## config.mk

```make
export PLATFORM = sky130hd
export DESIGN_NAME = gnt_ctrl
export DESIGN_NICKNAME = d
export VERILOG_FILES = /design/src/gnt_pkg.sv /design/src/gnt_ctrl.sv
export SDC_FILE = /design/constraint.sdc
export NUM_CORES = 1
export LEC_CHECK = 0
export BUFFER_PORTS_ARGS = -buffer_cell sky130_fd_sc_hd__buf_4
export CORE_AREA = 2 2 39 41
export DETAILED_ROUTE_END_ITERATION = 8
export DIE_AREA = 0 0 41 43
export SYNTH_ARGS = -nofsm -noshare
export SYNTH_HDL_FRONTEND = slang
export SYNTH_SLANG_ARGS = --single-unit
```

## constraint.sdc

```tcl
create_clock -name clk -period 2.8 [get_ports clk]
set_clock_uncertainty 0.15 [all_clocks]
set_input_delay 0.14 -clock clk [delete_from_list [all_inputs] [get_ports clk]]
set_output_delay 0.14 -clock clk [all_outputs]
set_load 0.1 [all_outputs]
```

## src/gnt_pkg.sv

```systemverilog
// gnt_pkg: shared types and constants of the greedy neighbor table.
// No dependencies.
package gnt_pkg;

	typedef enum logic [2:0] {
		OP_ADD    = 3'd0,
		OP_DELETE = 3'd1,
		OP_QUERY  = 3'd2,
		OP_HOP    = 3'd3,
		OP_CLEAR  = 3'd4
	} op_t;

	typedef enum logic [2:0] {
		ST_IDLE,
		ST_SCAN,
		ST_WAIT,
		ST_EVAL,
		ST_SETTLE,
		ST_FINAL,
		ST_DONE
	} state_t;

	localparam logic [19:0] LIFETIME_RESET = 20'd2000;

	// controller -> datapath
	typedef struct packed {
		logic load;     // capture request
		logic rd_en;    // issue a slot read
		logic eval;     // process slot read last cycle
		logic finish;   // apply write and form result
		logic emit;     // result strobe
	} gnt_cmd_t;

	// datapath -> controller
	typedef struct packed {
		logic scan_last;  // the read address is the last slot
		logic no_scan;    // op needs no table scan
	} gnt_sts_t;

endpackage

```

## src/gnt_ctrl.sv

```systemverilog
// gnt_ctrl: sequencer of one request: slot scan, evaluation, result.
// Depends on gnt_pkg.
module gnt_ctrl
	import gnt_pkg::*;
(
	input  logic     clk,
	input  logic     arst_n,
	input  logic     start,
	input  gnt_sts_t sts,
	output gnt_cmd_t cmd,
	output logic     busy
);
	state_t state_q, state_d;

	always_ff @(posedge clk or negedge arst_n) begin
		if (!arst_n)
			state_q <= ST_IDLE;
		else
			state_q <= state_d;
	end

	always_comb begin
		state_d = state_q;
		cmd = '0;
		busy = 1'b1;
		case (state_q)
			ST_IDLE: begin
				busy = 1'b0;
				if (start) begin
					cmd.load = 1'b1;
					state_d = ST_SCAN;
				end
			end
			ST_SCAN: begin
				if (sts.no_scan) begin
					state_d = ST_FINAL;
				end else begin
					cmd.rd_en = 1'b1;
					if (sts.scan_last)
						state_d = ST_WAIT;
				end
			end
			ST_WAIT: begin
				cmd.eval = 1'b1;
				state_d = ST_EVAL;
			end
			ST_EVAL: begin
				// products of the last slot settle here
				state_d = ST_SETTLE;
			end
			ST_SETTLE: begin
				// last slot reaches the best-distance compare
				state_d = ST_FINAL;
			end
			ST_FINAL: begin
				cmd.finish = 1'b1;
				state_d = ST_DONE;
			end
			ST_DONE: begin
				cmd.emit = 1'b1;
				state_d = ST_IDLE;
			end
			default: state_d = ST_IDLE;
		endcase
	end
endmodule

```

=== Yosys cells after proc, flatten, opt, wreduce, memory -nomap -nowiden ===
Index checks and enable logic that the tools add are counted.

* Register bits: 3
* Bits of input ports: 5
* Output and inout port bits: 6

* Equality and inequality tests: 8
* Muxes and demuxes: 12
* Reductions and logical operators: 2

{| class="wikitable"
|+ Operators by type and width
! operator !! number
|-
| $pmux 3 s6 || 1
|-
| $eq 3x3->1 const B || 3
|-
| $mux 3 || 3
|-
| $mux 1 || 8
|-
| $eq 3x2->1 const B || 2
|-
| $eq 3x1->1 const B || 1
|-
| $logic_not 3->1 || 1
|-
| $ne 3x3->1 const B || 1
|-
| $ne 2x2->1 const B || 1
|-
| $reduce_and 2->1 || 1
|}

=== Depth between registers and ports, before layout ===
* Word-level depth: 3
* Depth in mapped cells: 4

=== Worst setup path before layout ===
No wires, ideal clock.

* Path kind: reg2out
* From: register state_q[2]
* To: output cmd[3] (netlist bit)
* Arrival time: 3,601 ps
* Required time: 2,510 ps
* Slack: -1,091 ps
* Stages on the path, launching flop included: 2
* Buffers on the path: 0
* Path through: dfrtp_1 -> nor4b_1

{| class="wikitable"
|+ RTL lines
! item !! line !! text
|-
| from (decl) || gnt_ctrl.sv:13 || <nowiki>state_t state_q, state_d;</nowiki>
|-
| from (signal assigned) || gnt_ctrl.sv:19 || <nowiki>state_q <= state_d;</nowiki>
|-
| to (decl) || gnt_ctrl.sv:10 || <nowiki>output gnt_cmd_t cmd,</nowiki>
|}

==> results.json <==
{
  "cts_made_buffers": 3,
  "setup_viol": 0,
  "drcViolationCount": 0,
  "clock.fmax_mhz": 563,
  "ys_warn_count": 0,
  "drive_above_1_share_pct": 54.1,
  "criticalPathCategory": "flop to output pin",
  "netlist_instances": 23,
  "rsz0062_at_grt": "no",
  "period_needed_ns": 1.78,
  "numPortBuffers": 10,
  "required_ns": 2.51,
  "maxCapViolCount": 0,
  "slowest_stage": "dfrtp_1",
  "finalWirelength_um": 481,
  "die_w_um": 41,
  "area_growth_pct": 59.8,
  "row_count": 14,
  "hpwl_um": 355,
  "setup_tns_ns": 0,
  "drtIter0Drc": 0,
  "relSlewSlack_pct": 79.8,
  "cts-root-buf": "clkbuf_4",
  "worstSkewPairLatency_ns": 0.23,
  "hp-class": "input pin to flop",
  "vias_per_cell": 3.98,
  "worstPathArrival_ns": 1.49,
  "die_h_um": 43,
  "antenna_found_initial": 0,
  "finalMaxSlewViolations": 0,
  "synthesis.area_sq_um": 211,
  "fin_crit_sh_pct": 63.4,
  "path_cells": "or3_4 > nor2_2 > buf_4",
  "avgSynthCellArea_sq_um": 9.19,
  "hold_viol": 0,
  "place_congestion": 0.733,
  "status": "finished, final reports clean",
  "syn-num-nets": 28,
  "clock_path_buffers": 2,
  "insertedDiodeCount": 0,
  "cts_sinks": 3,
  "core_region_area_sq_mm": 0.00138,
  "regMostFlops": "state_q",
  "grt_pass1_wl_um": 800,
  "track_usage_pct": 7.64,
  "grt_pass1_vias": 202,
  "ios": 11,
  "largest_reg_flops": 3,
  "critPathMaxStageDelay_ns": 0.46,
  "h-tree-depth": 1,
  "dieArea_sq_mm": 0.00176,
  "cp_max_fo": 7,
  "wl_per_cell_um": 9.08,
  "ant_nets": 0,
  "vias": 211,
  "clkTransAtPathRegs_ns": 0.04,
  "cts_tree": "built",
  "cp-start-kind": "flop",
  "start_util_pct": 15.3,
  "grt_start_max_net_pins": 11,
  "top_regs": "state_q x3",
  "synth_cell_types": 17,
  "ys_seq_area_share_pct": 35.5,
  "fin_nets": 43,
  "overflow": 0,
  "end_kind": "output pin",
  "dr.pass1.iters": 1,
  "synth_seq_cells": 3,
  "tightest_slew_ns": 0.303
}
synthesized netlist by cell type (all sizes together):
library cell | number | area [sq um]
a31o | 1 | 8.76
nand2 | 2 | 7.51
or3 | 1 | 11.3
nor2 | 3 | 13.8
nor4b | 1 | 8.76
and3 | 1 | 7.51
buf | 1 | 11.3
nand4 | 1 | 6.26
inv | 3 | 11.3
dfrtp | 3 | 75.1
a21boi | 1 | 7.51
nand2b | 1 | 6.26
o311ai | 1 | 16.3
o21ai | 2 | 10.0
nor3 | 1 | 10.0
per-layer routing:
layer	vias up	share of wire [%]	global-route usage [%]
li1	108	-	-
met1	91	46	8.71
met2	10	42	8.75
met3	2	7.3	3.14
met4	0	3.3	10.0
met5	-	0	0
repair_timing:
item / 4_1_cts / 5_1_grt
hold buffers: 1 / 0
gates resized for setup: 0 / 0
hold endpoints to repair: 3 / 0
setup buffers: 0 / 0
endpoints found under the setup margin: 0 / 0
worst max-delay path: cells and delay by family (launching register included):
| family | cells | cell delay [ns] |
|---|---|---|
| buf+inv | 1 | 0.29 |
| flops | 1 | 0.46 |
| simple gates | 2 | 0.50 |
cell type report:
type	count	area (sq um)
clock buffers	4	26.3
fillers	164	1050
inverters	3	11.3
multi-input cells	16	120
flip-flops and latches	3	75.1
well taps	16	20.0
repair buffers	11	85.1
through the flow:
step / hold WS (ns) / worst slack, ns / instances / area [sq um] / util [%]
finish: 0.0341 / 1.02 / 53 / 338 / 24.4
global route: 0.0511 / 0.964 / 53 / 338 / 24.4
CTS: 0.0241 / 1.02 / 53 / 338 / 24.4
detailed placement: -0.219 / 1.28 / 48 / 302 / 21.8
global placement: -0.220 / 1.27 / 48 / 302 / 21.8
floorplan: -0.306 / 0.315 / 23 / 218 / -
path summary, 6_finish.rpt:
path                         endpoint        from  cells past startpoint  slack [ns]
setup reg to reg           state_q[1]  state_q[2]                      3        1.64
max in group asynchronous  state_q[1]      arst_n                      2        2.33
setup / recovery               cmd[4]  state_q[2]                      3        1.02
hold / removal             state_q[0]       start                      3        0.03
min in group asynchronous  state_q[0]      arst_n                      2        0.08
hold reg to reg            state_q[0]  state_q[1]                      1        0.50
cells by family after synthesis:
group	Yosys count	synth area share, %
simple gates	11	33.7
compound gates	5	20.1
buf+inv	4	10.7
flops	3	35.5
cell usage in the layout (no fill, tap or decap):
master,count
a21boi_0,1
a31o_1,1
and3_2,1
buf_4,10
clkbuf_1,1
clkbuf_4,3
dfrtp_1,3
dlygate4sd3_1,1
inv_1,2
inv_2,1
nand2_1,2
nand2b_1,1
nand4_1,1
nor2_1,2
nor2_2,1
nor3_2,1
nor4b_2,1
o21ai_0,2
o311ai_2,1
or3_4,1
Power is not shown: default switching activity piles up to over one toggle a cycle in this logic, so the estimate is an artifact.
